===== src/design/cfr_pkg.sv =====
// ----------------------------------------------------------------------------
// cfr_pkg
// Shared types, codes and helpers of the clock frame replacement unit.
// ----------------------------------------------------------------------------
package cfr_pkg;

    // Default number of frame cells
    localparam int NUM_FRAMES_DEF = 64;

    // Field widths
    localparam int CFG_W = 7;
    localparam int IDX_W = 6;

    typedef logic [CFG_W-1:0] t_pool;
    typedef logic [IDX_W-1:0] t_idx;

    // Command codes
    localparam logic [2:0] CMD_ALLOC  = 3'd0;
    localparam logic [2:0] CMD_FREE   = 3'd1;
    localparam logic [2:0] CMD_ACCESS = 3'd2;
    localparam logic [2:0] CMD_PIN    = 3'd3;
    localparam logic [2:0] CMD_UNPIN  = 3'd4;

    // Page types
    localparam logic [1:0] PT_MMAP  = 2'd0;
    localparam logic [1:0] PT_FILE  = 2'd1;
    localparam logic [1:0] PT_STACK = 2'd2;

    // Victim write-back actions
    localparam logic [1:0] ACT_DISCARD = 2'd0;
    localparam logic [1:0] ACT_SWAP    = 2'd1;
    localparam logic [1:0] ACT_FILE    = 2'd2;

    // Status codes
    localparam logic [1:0] ST_OK      = 2'd0;
    localparam logic [1:0] ST_INVALID = 2'd1;
    localparam logic [1:0] ST_PINNED  = 2'd2;
    localparam logic [1:0] ST_RANGE   = 2'd3;

    // Broadcast from the sequencer to every cell
    typedef struct packed {
        logic       exec;    // command cycle
        logic       sweep;   // hand sweep cycle
        logic       norm;    // pull an out-of-pool hand back to cell 0
        logic [2:0] cmd;
        t_idx       idx;
        logic       wr;
        logic [1:0] ptype;
        logic       pdirty;
        t_pool      pool;
    } t_bcast;

    // Status from one cell to the sequencer
    typedef struct packed {
        logic       free;      // in pool and not valid
        logic       unpinned;  // in pool and not pinned
        logic       bad;       // addressed, in pool, not valid
        logic       scan;      // holds the free-scan token
        logic       claim;     // free scan takes this cell now
        logic       evict;     // hand evicts this cell now
        logic [1:0] action;    // write-back of the victim
        logic       tok;       // holds the clock hand
        logic       stray;     // holds the hand outside the pool
        logic       tok_pass;  // hands the clock hand on this cycle
        logic       last;      // last cell of the pool
    } t_cell_stat;

    // One result word, first field in the high bits
    typedef struct packed {
        logic [1:0] status;
        logic [1:0] action;
        logic       evicted;
        t_idx       granted;
    } t_result;

    // Write-back needed for an evicted page
    function automatic logic [1:0] action_of(logic [1:0] ptype, logic dirty);
        logic [1:0] act;
        case (ptype)
            PT_MMAP:  act = dirty ? ACT_FILE : ACT_DISCARD;
            PT_FILE:  act = dirty ? ACT_SWAP : ACT_DISCARD;
            PT_STACK: act = ACT_SWAP;
            default:  act = ACT_DISCARD;
        endcase
        return act;
    endfunction

endpackage


===== src/design/cfr_cell.sv =====
// ----------------------------------------------------------------------------
// cfr_cell
// One frame slot: entry bits, clock hand token and free-scan token.
// ----------------------------------------------------------------------------
module cfr_cell #(
    parameter int CELL_ID = 0
) (
    input  logic                  i_clk,
    input  logic                  i_rst_n,
    input  cfr_pkg::t_bcast       i_bc,
    input  logic                  i_scan_in,
    input  logic                  i_tok_in,
    output logic                  o_scan_out,
    output cfr_pkg::t_cell_stat   o_stat
);

    // Entry and tokens
    logic       r_valid, r_pinned, r_acc, r_dirty;
    logic [1:0] r_type;
    logic       r_tok, r_scan;
    logic       n_valid, n_pinned, n_acc, n_dirty;
    logic [1:0] n_type;
    logic       n_tok;

    logic in_pool, last, match, addr;
    logic claim, step, evict, clr_acc, tok_pass, drop;

    always_comb begin
        in_pool  = CELL_ID < int'(i_bc.pool);
        last     = (CELL_ID + 1) == int'(i_bc.pool);
        match    = in_pool && (CELL_ID == int'(i_bc.idx));
        addr     = i_bc.exec && match && r_valid;
        claim    = r_scan && in_pool && !r_valid;
        step     = i_bc.sweep && r_tok;
        evict    = step && !r_pinned && !r_acc;
        clr_acc  = step && !r_pinned && r_acc;
        // hand moves on every sweep step, and off a freed slot
        tok_pass = step || (addr && r_tok && (i_bc.cmd == cfr_pkg::CMD_FREE));
        drop     = i_bc.norm && r_tok && !in_pool;
    end

    // Next entry value
    always_comb begin
        n_valid  = r_valid;
        n_pinned = r_pinned;
        n_acc    = r_acc;
        n_dirty  = r_dirty;
        n_type   = r_type;
        if (claim || evict) begin
            n_valid  = 1'b1;
            n_pinned = 1'b0;
            n_acc    = 1'b0;
            n_dirty  = i_bc.pdirty;
            n_type   = i_bc.ptype;
        end else if (clr_acc) begin
            n_acc = 1'b0;
        end else if (addr) begin
            case (i_bc.cmd)
                cfr_pkg::CMD_FREE: begin
                    n_valid  = 1'b0;
                    n_pinned = 1'b0;
                    n_acc    = 1'b0;
                    n_dirty  = 1'b0;
                    n_type   = cfr_pkg::PT_MMAP;
                end
                cfr_pkg::CMD_ACCESS: begin
                    n_acc   = 1'b1;
                    n_dirty = r_dirty | i_bc.wr;
                end
                cfr_pkg::CMD_PIN:   n_pinned = 1'b1;
                cfr_pkg::CMD_UNPIN: n_pinned = 1'b0;
                default: ;
            endcase
        end
        n_tok = (r_tok && !tok_pass && !drop) || i_tok_in;
    end

    always_ff @(posedge i_clk) begin
        if (!i_rst_n) begin
            r_valid  <= 1'b0;
            r_pinned <= 1'b0;
            r_acc    <= 1'b0;
            r_dirty  <= 1'b0;
            r_type   <= cfr_pkg::PT_MMAP;
            r_tok    <= (CELL_ID == 0);
            r_scan   <= 1'b0;
        end else begin
            r_valid  <= n_valid;
            r_pinned <= n_pinned;
            r_acc    <= n_acc;
            r_dirty  <= n_dirty;
            r_type   <= n_type;
            r_tok    <= n_tok;
            r_scan   <= i_scan_in;
        end
    end

    // Scan token moves on until a free slot takes it
    assign o_scan_out = r_scan && !claim;

    always_comb begin
        o_stat.free     = in_pool && !r_valid;
        o_stat.unpinned = in_pool && !r_pinned;
        o_stat.bad      = match && !r_valid;
        o_stat.scan     = r_scan;
        o_stat.claim    = claim;
        o_stat.evict    = evict;
        o_stat.action   = evict ? cfr_pkg::action_of(r_type, r_dirty) : cfr_pkg::ACT_DISCARD;
        o_stat.tok      = r_tok;
        o_stat.stray    = r_tok && !in_pool;
        o_stat.tok_pass = tok_pass;
        o_stat.last     = last;
    end

endmodule


===== src/design/clock_frame_replacement_unit.sv =====
// ----------------------------------------------------------------------------
// clock_frame_replacement_unit
// Frame table with clock (second-chance) replacement over a row of cells.
// ----------------------------------------------------------------------------
//  channel   | direction | word
//  s_axis    | in        | tdata: command[2:0] frame_index[8:3] is_write[9]
//            |           |        page_type[11:10] prior_dirty[12]
//  m_axis    | out       | tdata: granted_frame[5:0] evicted[6]
//            |           |        victim_action[8:7] status[10:9]
//  cfg       | in        | data: pool_frames[6:0]
//
//  Free, access, pin, unpin and unused commands pass through the exec and
//  done states. Allocate of a free slot takes the lowest free slot: the
//  free-scan token walks the cell row one cell per cycle. Allocate with a
//  full pool sweeps the clock hand, which steps one cell per cycle and may
//  pass the ring twice. All-pinned is seen at once.
//  Reset clears every cell at once; no clearing pass. One word in flight;
//  a finished word waits in the output register while the next is taken.
// ----------------------------------------------------------------------------
module clock_frame_replacement_unit #(
    parameter int NUM_FRAMES = cfr_pkg::NUM_FRAMES_DEF
) (
    input  logic                       i_clk,
    input  logic                       i_rst_n,
    input  logic                       s_axis_tvalid,
    output logic                       s_axis_tready,
    input  logic [15:0]                s_axis_tdata,   // command, frame_index, is_write,
                                                       // page_type, prior_dirty
    output logic                       m_axis_tvalid,
    input  logic                       m_axis_tready,
    output logic [15:0]                m_axis_tdata,   // granted_frame, evicted,
                                                       // victim_action, status
    input  logic                       i_cfg_valid,
    output logic                       o_cfg_ready,
    input  logic [cfr_pkg::CFG_W-1:0]  i_cfg_data      // pool_frames
);

    typedef enum logic [4:0] {
        S_IDLE  = 5'b00001,
        S_EXEC  = 5'b00010,
        S_SCAN  = 5'b00100,
        S_SWEEP = 5'b01000,
        S_DONE  = 5'b10000
    } t_state;

    localparam cfr_pkg::t_pool POOL_RST =
        (NUM_FRAMES < 64) ? cfr_pkg::t_pool'(NUM_FRAMES) : cfr_pkg::t_pool'(64);

    t_state               r_state, n_state;
    cfr_pkg::t_pool       r_pool;
    logic [2:0]           r_cmd;
    cfr_pkg::t_idx        r_idx;
    logic                 r_wr, r_pdirty;
    logic [1:0]           r_ptype;
    cfr_pkg::t_result     r_res, n_res;
    cfr_pkg::t_result     r_out;
    logic                 r_out_valid;

    logic                 accept, load_out, scan_start, norm;
    cfr_pkg::t_bcast      bc;
    cfr_pkg::t_cell_stat  stat [NUM_FRAMES];
    logic [NUM_FRAMES-1:0] scan_out, tok_in;
    logic [NUM_FRAMES-1:0] w_tok, w_pick, w_scan;

    logic                 any_free, any_unpinned, any_bad, any_claim, any_evict;
    logic                 any_stray, wrap;
    cfr_pkg::t_idx        pick_idx;
    logic [1:0]           act_or;

    assign accept        = s_axis_tvalid && s_axis_tready;
    assign s_axis_tready = (r_state == S_IDLE);
    assign o_cfg_ready   = 1'b1;

    // Pool size register, clamped to 1..NUM_FRAMES on write
    always_ff @(posedge i_clk) begin
        if (!i_rst_n) begin
            r_pool <= POOL_RST;
        end else if (i_cfg_valid) begin
            if (i_cfg_data == '0) begin
                r_pool <= cfr_pkg::t_pool'(1);
            end else if (int'(i_cfg_data) > NUM_FRAMES) begin
                r_pool <= cfr_pkg::t_pool'(NUM_FRAMES);
            end else begin
                r_pool <= i_cfg_data;
            end
        end
    end

    // Command word capture
    always_ff @(posedge i_clk) begin
        if (accept) begin
            r_cmd    <= s_axis_tdata[2:0];
            r_idx    <= s_axis_tdata[8:3];
            r_wr     <= s_axis_tdata[9];
            r_ptype  <= s_axis_tdata[11:10];
            r_pdirty <= s_axis_tdata[12];
        end
    end

    // Broadcast to the cell row
    always_comb begin
        bc.exec   = (r_state == S_EXEC);
        bc.sweep  = (r_state == S_SWEEP);
        bc.norm   = norm;
        bc.cmd    = r_cmd;
        bc.idx    = r_idx;
        bc.wr     = r_wr;
        bc.ptype  = r_ptype;
        bc.pdirty = r_pdirty;
        bc.pool   = r_pool;
    end

    // Cell row; hand wraps from the pool's last cell back to cell 0
    for (genvar g = 0; g < NUM_FRAMES; g++) begin : g_cell
        if (g == 0) begin : g_head
            assign tok_in[g] = wrap || (norm && any_stray);
            cfr_cell #(.CELL_ID(g)) u_cell (
                .i_clk      (i_clk),
                .i_rst_n    (i_rst_n),
                .i_bc       (bc),
                .i_scan_in  (scan_start),
                .i_tok_in   (tok_in[g]),
                .o_scan_out (scan_out[g]),
                .o_stat     (stat[g])
            );
        end else begin : g_body
            assign tok_in[g] = stat[g-1].tok_pass && !stat[g-1].last;
            cfr_cell #(.CELL_ID(g)) u_cell (
                .i_clk      (i_clk),
                .i_rst_n    (i_rst_n),
                .i_bc       (bc),
                .i_scan_in  (scan_out[g-1]),
                .i_tok_in   (tok_in[g]),
                .o_scan_out (scan_out[g]),
                .o_stat     (stat[g])
            );
        end
        assign w_tok[g]  = stat[g].tok;
        assign w_pick[g] = stat[g].claim || stat[g].evict;
        assign w_scan[g] = stat[g].scan;
    end

    // Row-wide flags and selected slot
    always_comb begin
        any_free     = 1'b0;
        any_unpinned = 1'b0;
        any_bad      = 1'b0;
        any_claim    = 1'b0;
        any_evict    = 1'b0;
        any_stray    = 1'b0;
        wrap         = 1'b0;
        pick_idx     = '0;
        act_or       = cfr_pkg::ACT_DISCARD;
        for (int i = 0; i < NUM_FRAMES; i++) begin
            any_free     = any_free     | stat[i].free;
            any_unpinned = any_unpinned | stat[i].unpinned;
            any_bad      = any_bad      | stat[i].bad;
            any_claim    = any_claim    | stat[i].claim;
            any_evict    = any_evict    | stat[i].evict;
            any_stray    = any_stray    | stat[i].stray;
            wrap         = wrap | (stat[i].tok_pass & stat[i].last);
            pick_idx     = pick_idx | (w_pick[i] ? cfr_pkg::t_idx'(i) : '0);
            act_or       = act_or | stat[i].action;
        end
    end

    // Sequencer
    always_comb begin
        n_state    = r_state;
        n_res      = r_res;
        scan_start = 1'b0;
        norm       = 1'b0;
        load_out   = 1'b0;
        case (r_state)
            S_IDLE: begin
                if (accept) n_state = S_EXEC;
            end
            S_EXEC: begin
                n_res   = '0;
                n_state = S_DONE;
                if (r_cmd == cfr_pkg::CMD_ALLOC) begin
                    if (any_free) begin
                        scan_start = 1'b1;
                        n_state    = S_SCAN;
                    end else begin
                        norm = 1'b1;
                        if (any_unpinned) begin
                            n_state = S_SWEEP;
                        end else begin
                            n_res.status = cfr_pkg::ST_PINNED;
                        end
                    end
                end else if (r_cmd <= cfr_pkg::CMD_UNPIN) begin
                    if ({1'b0, r_idx} >= r_pool) begin
                        n_res.status = cfr_pkg::ST_RANGE;
                    end else if (any_bad) begin
                        n_res.status = cfr_pkg::ST_INVALID;
                    end
                end
            end
            S_SCAN: begin
                if (any_claim) begin
                    n_res.granted = pick_idx;
                    n_state       = S_DONE;
                end
            end
            S_SWEEP: begin
                if (any_evict) begin
                    n_res.granted = pick_idx;
                    n_res.evicted = 1'b1;
                    n_res.action  = act_or;
                    n_state       = S_DONE;
                end
            end
            S_DONE: begin
                if (!r_out_valid || m_axis_tready) begin
                    load_out = 1'b1;
                    n_state  = S_IDLE;
                end
            end
            default: n_state = S_IDLE;
        endcase
    end

    always_ff @(posedge i_clk) begin
        if (!i_rst_n) begin
            r_state <= S_IDLE;
        end else begin
            r_state <= n_state;
        end
    end

    always_ff @(posedge i_clk) begin
        r_res <= n_res;
    end

    // Output register
    always_ff @(posedge i_clk) begin
        if (!i_rst_n) begin
            r_out_valid <= 1'b0;
        end else if (load_out) begin
            r_out_valid <= 1'b1;
        end else if (m_axis_tready) begin
            r_out_valid <= 1'b0;
        end
    end

    always_ff @(posedge i_clk) begin
        if (load_out) r_out <= r_res;
    end

    assign m_axis_tvalid = r_out_valid;
    assign m_axis_tdata  = {5'b0, r_out};

`ifndef SYNTH
    // exactly one cell holds the clock hand
    a_one_hand: assert property (@(posedge i_clk) disable iff (!i_rst_n)
        $onehot(w_tok))
        else $error("clock hand token lost or duplicated");

    // at most one slot is granted per cycle
    a_one_pick: assert property (@(posedge i_clk) disable iff (!i_rst_n)
        $onehot0(w_pick))
        else $error("more than one slot claimed or evicted");

    // the sweeping hand stays inside the pool
    a_hand_in_pool: assert property (@(posedge i_clk) disable iff (!i_rst_n)
        (r_state == S_SWEEP) |-> !any_stray)
        else $error("hand outside pool during sweep");

    // the free scan never runs off the row
    a_scan_live: assert property (@(posedge i_clk) disable iff (!i_rst_n)
        (r_state == S_SCAN) |-> $onehot(w_scan))
        else $error("free scan token lost");
`endif

endmodule

===== config.mk =====
export PLATFORM = sky130hd
export DESIGN_NAME = clock_frame_replacement_unit
export DESIGN_NICKNAME = d
export VERILOG_FILES = /design/src/design/cfr_pkg.sv /design/src/design/cfr_cell.sv /design/src/design/clock_frame_replacement_unit.sv
export SDC_FILE = /design/constraint.sdc
export NUM_CORES = 2
export LEC_CHECK = 0
export BUFFER_PORTS_ARGS = -buffer_cell sky130_fd_sc_hd__buf_2
export CORE_MARGIN = 5
export CORE_UTILIZATION = 45
export CTS_BUF_LIST = sky130_fd_sc_hd__clkbuf_16
export DETAILED_ROUTE_END_ITERATION = 10
export MAX_ROUTING_LAYER = met4
export PLACE_DENSITY = 0.63
export SYNTH_ARGS = -nofsm -noshare
export SYNTH_HDL_FRONTEND = slang
export SYNTH_HIERARCHICAL = 1
export SYNTH_SLANG_ARGS = --single-unit

===== constraint.sdc =====
create_clock -name i_clk -period 16.4 [get_ports i_clk]
set_input_delay 1.64 -clock i_clk [delete_from_list [all_inputs] [get_ports i_clk]]
set_output_delay 1.64 -clock i_clk [all_outputs]
set_load 0.1 [all_outputs]

==> results.cfg <==
[setup_path]
r2r.worst_path.cells = 14
path_max_fanout = 43
crit_chain = buf_4 -> buf_4 -> or4_4 -> a31oi_4 -> nor2_1 -> nor4_1 -> nand4_1 -> nor4_2 -> nand3_1 -> inv_2 -> buf_4 -> nand3_1 -> and3_1 -> a22o_1
slowest_delay_ns = 0.77
slowest_stage = inv_2
crit_type = reg2reg
worstPathRequired_ns = 16.93
critPathCaptureType = flop
cpMostUsedCell = buf_4
start_kind = flop
timing.rr.start = r_pool[1]$_SDFFE_PN0P_
crit_start = r_pool[1]$_SDFFE_PN0P_
arrival_ns = 6.94
crit_family = simple AND/OR/NAND/NOR gates
cp_num_buf_inv = 4
cp.depth = 14

[global_routing]
grt.busiest_layer = met2
met3_usage = 0.0743
grt.total_usage = 0.335
grt_pass1_vias = 39900
grt.met1_usage = 0.444
grt_max_degree = 133
grt_pass1_wl_mm = 262
grt.met2_usage = 0.474
grt-ovfl-total = 0
antenna_found_initial = 8

[sta]
max_slew.worst_pin.slew_ns = 1.38
rsz0062_at_grt = no
slew-limit-headroom = 0.0747
min_period_ns = 6.41
max_freq_mhz = 156
fin_tns_setup_ns = 0
fin_ws_ns = 9.99
finClkSkew_ns = 0.0301
finalSetupViolCount = 0
finalHoldViolations = 0
finalMaxSlewViolations = 0
fin_crit_sh = 0.391

[detailed_routing]
wirelength_mm = 178
drtIter0Drc = 5507
dr.pass1.iters = 9
via_per_inst = 6.80
drcViolationCount = 0
drtAntennaViolNets = 0
vias = 44600
route.detailed.wl_per_inst_um = 27.1

[floorplan]
die-height_um = 322
num_rows = 114
fp.coreArea_sq_mm = 0.0967
dieWidth_um = 322
die_area_sq_mm = 0.104
start_util = 0.453
io_pins = 47

[cts]
root_buffer = clkbuf_16
htreeDepth = 3
cts.sinks = 560
post_cts_buffers = 0
cts_tree = yes
hold_buffers = 0
cts_resized = 0
numCtsBuffers = 71
clk_latency_ns = 0.65
cts.reportedPaths.clkPinSlew_ns = 0.06
clock_path_buffers = 3

[finish]
fin_util = 0.475
drive_above_1_share = 0.127
final_area_sq_mm = 0.0460
syn2layout_area_growth_pct = 4.90
nNetsFinal = 5259

[placement]
portBuffers = 37
placed_area_sq_mm = 0.0439
dp_slack_ns = 10.16
dp_hpwl_mm = 121
finalWeightedCongestion = 1.03

[outcome]
outcome = complete, no violations

[pwr]
p_leak_nw = 15.7
ir_worst_vdd_mv = 0.0686
sequentialPowerShare = 0.419
p_int_mw = 2.31
p_sw_frac = 0.305
netSwitchingPower_mw = 1.01
clock_power_share = 0.443
power_density_mw_per_mm2 = 72.3
p_comb_frac = 0.138

[synth]
syn_area_per_cell_sq_um = 8.13
synth_area_sq_mm = 0.0438
ys_warn_count = 6
syn-instance-count = 5388

[min_path]
holdCritStartpoint = r_res[8]$_SDFFCE_PN0P_
hold_depth = 0
min_path_type = reg2reg

[flow_run]
cap_violations = 0
-- path summary, 6_finish.rpt --
kind	endpoint	slack, ns
worst max-delay path	g_cell[9].g_body.u_cell/r_tok$_SDFF_PN0_	9.99
worst min-delay path	m_axis_tdata[8]$_DFFE_PP_	0.42
worst max register to register	g_cell[9].g_body.u_cell/r_tok$_SDFF_PN0_	9.99
worst min register to register	m_axis_tdata[8]$_DFFE_PP_	0.42
-- flip-flops by register name, summed over array words and instances (netlist names), 2 cells and up --
signal and count:
r_cmd 3, g_cell.g_body.u_cell/r_tok 63, r_idx 6, g_cell.g_body.u_cell/r_scan 63
r_ptype 2, g_cell.g_body.u_cell/r_pinned 63, g_cell.g_body.u_cell/r_dirty 63, r_pool 7
g_cell.g_head.u_cell/r_type 2, g_cell.g_body.u_cell/r_valid 63, g_cell.g_body.u_cell/r_type 126, r_state 5
g_cell.g_body.u_cell/r_acc 63, m_axis_tdata 11, r_res 11
-- area by class of cell --
type	count	area (sq um)
well taps	1276	1600
fillers	9547	50800
clock buffers	73	1830
diodes	7	17.5
clock inverters	50	239
repair buffers	119	898
inverters	217	825
multi-input cells	4254	29000
flip-flops and latches	560	11600
-- placed cells by master, fill, tap and decap left out, types with 36 or more instances in the layout --
cell       count
o31ai_1       55
buf_4         75
nand2_1      445
nand2b_1     135
o211ai_1      48
and3_1        57
nand4_1       94
inv_1        221
nand3_1      180
a31oi_1       58
nor2b_1      232
nand3b_1     112
dfxtp_1      518
o21ai_0      137
a21oi_1      226
a211oi_1      36
clkbuf_16     73
or3_1         51
nor4b_1       83
nor4_1       259
nor2_1       384
o41ai_1       36
a21boi_0      38
nand4b_1      85
nor3_1       168
o21a_1        62
and2_1       159
buf_2         36
xnor2_1       42
o22ai_1       42
-- per-stage QoR --
step / total power, mW / std cells / hold slack [ns]
floorplan: 1.73 / 5392 / 0.400
global placement: 1.86 / 6426 / 0.404
detailed placement: 1.86 / 6426 / 0.406
CTS: 3.33 / 6549 / 0.422
global route: 3.43 / 6555 / 0.422
finish: 3.32 / 6556 / 0.421
-- power by group through the flow --
stage | logic, mW | registers, mW | clock network, mW
6_report | 0.459 | 1.39 | 1.47
5_1_grt | 0.480 | 1.39 | 1.55
4_1_cts | 0.445 | 1.39 | 1.50
3_5_place_dp | 0.443 | 1.42 | 0
3_3_place_gp | 0.440 | 1.42 | 0
2_1_floorplan | 0.244 | 1.49 | 0
-- layer usage --
metal  vias up  wire length (um)
met5         -                 0
met4         0             11800
met3       545             18900
met2      2496             73800
met1     21600             73500
li1      20000                 -
(Power assumes the default switching activity.)
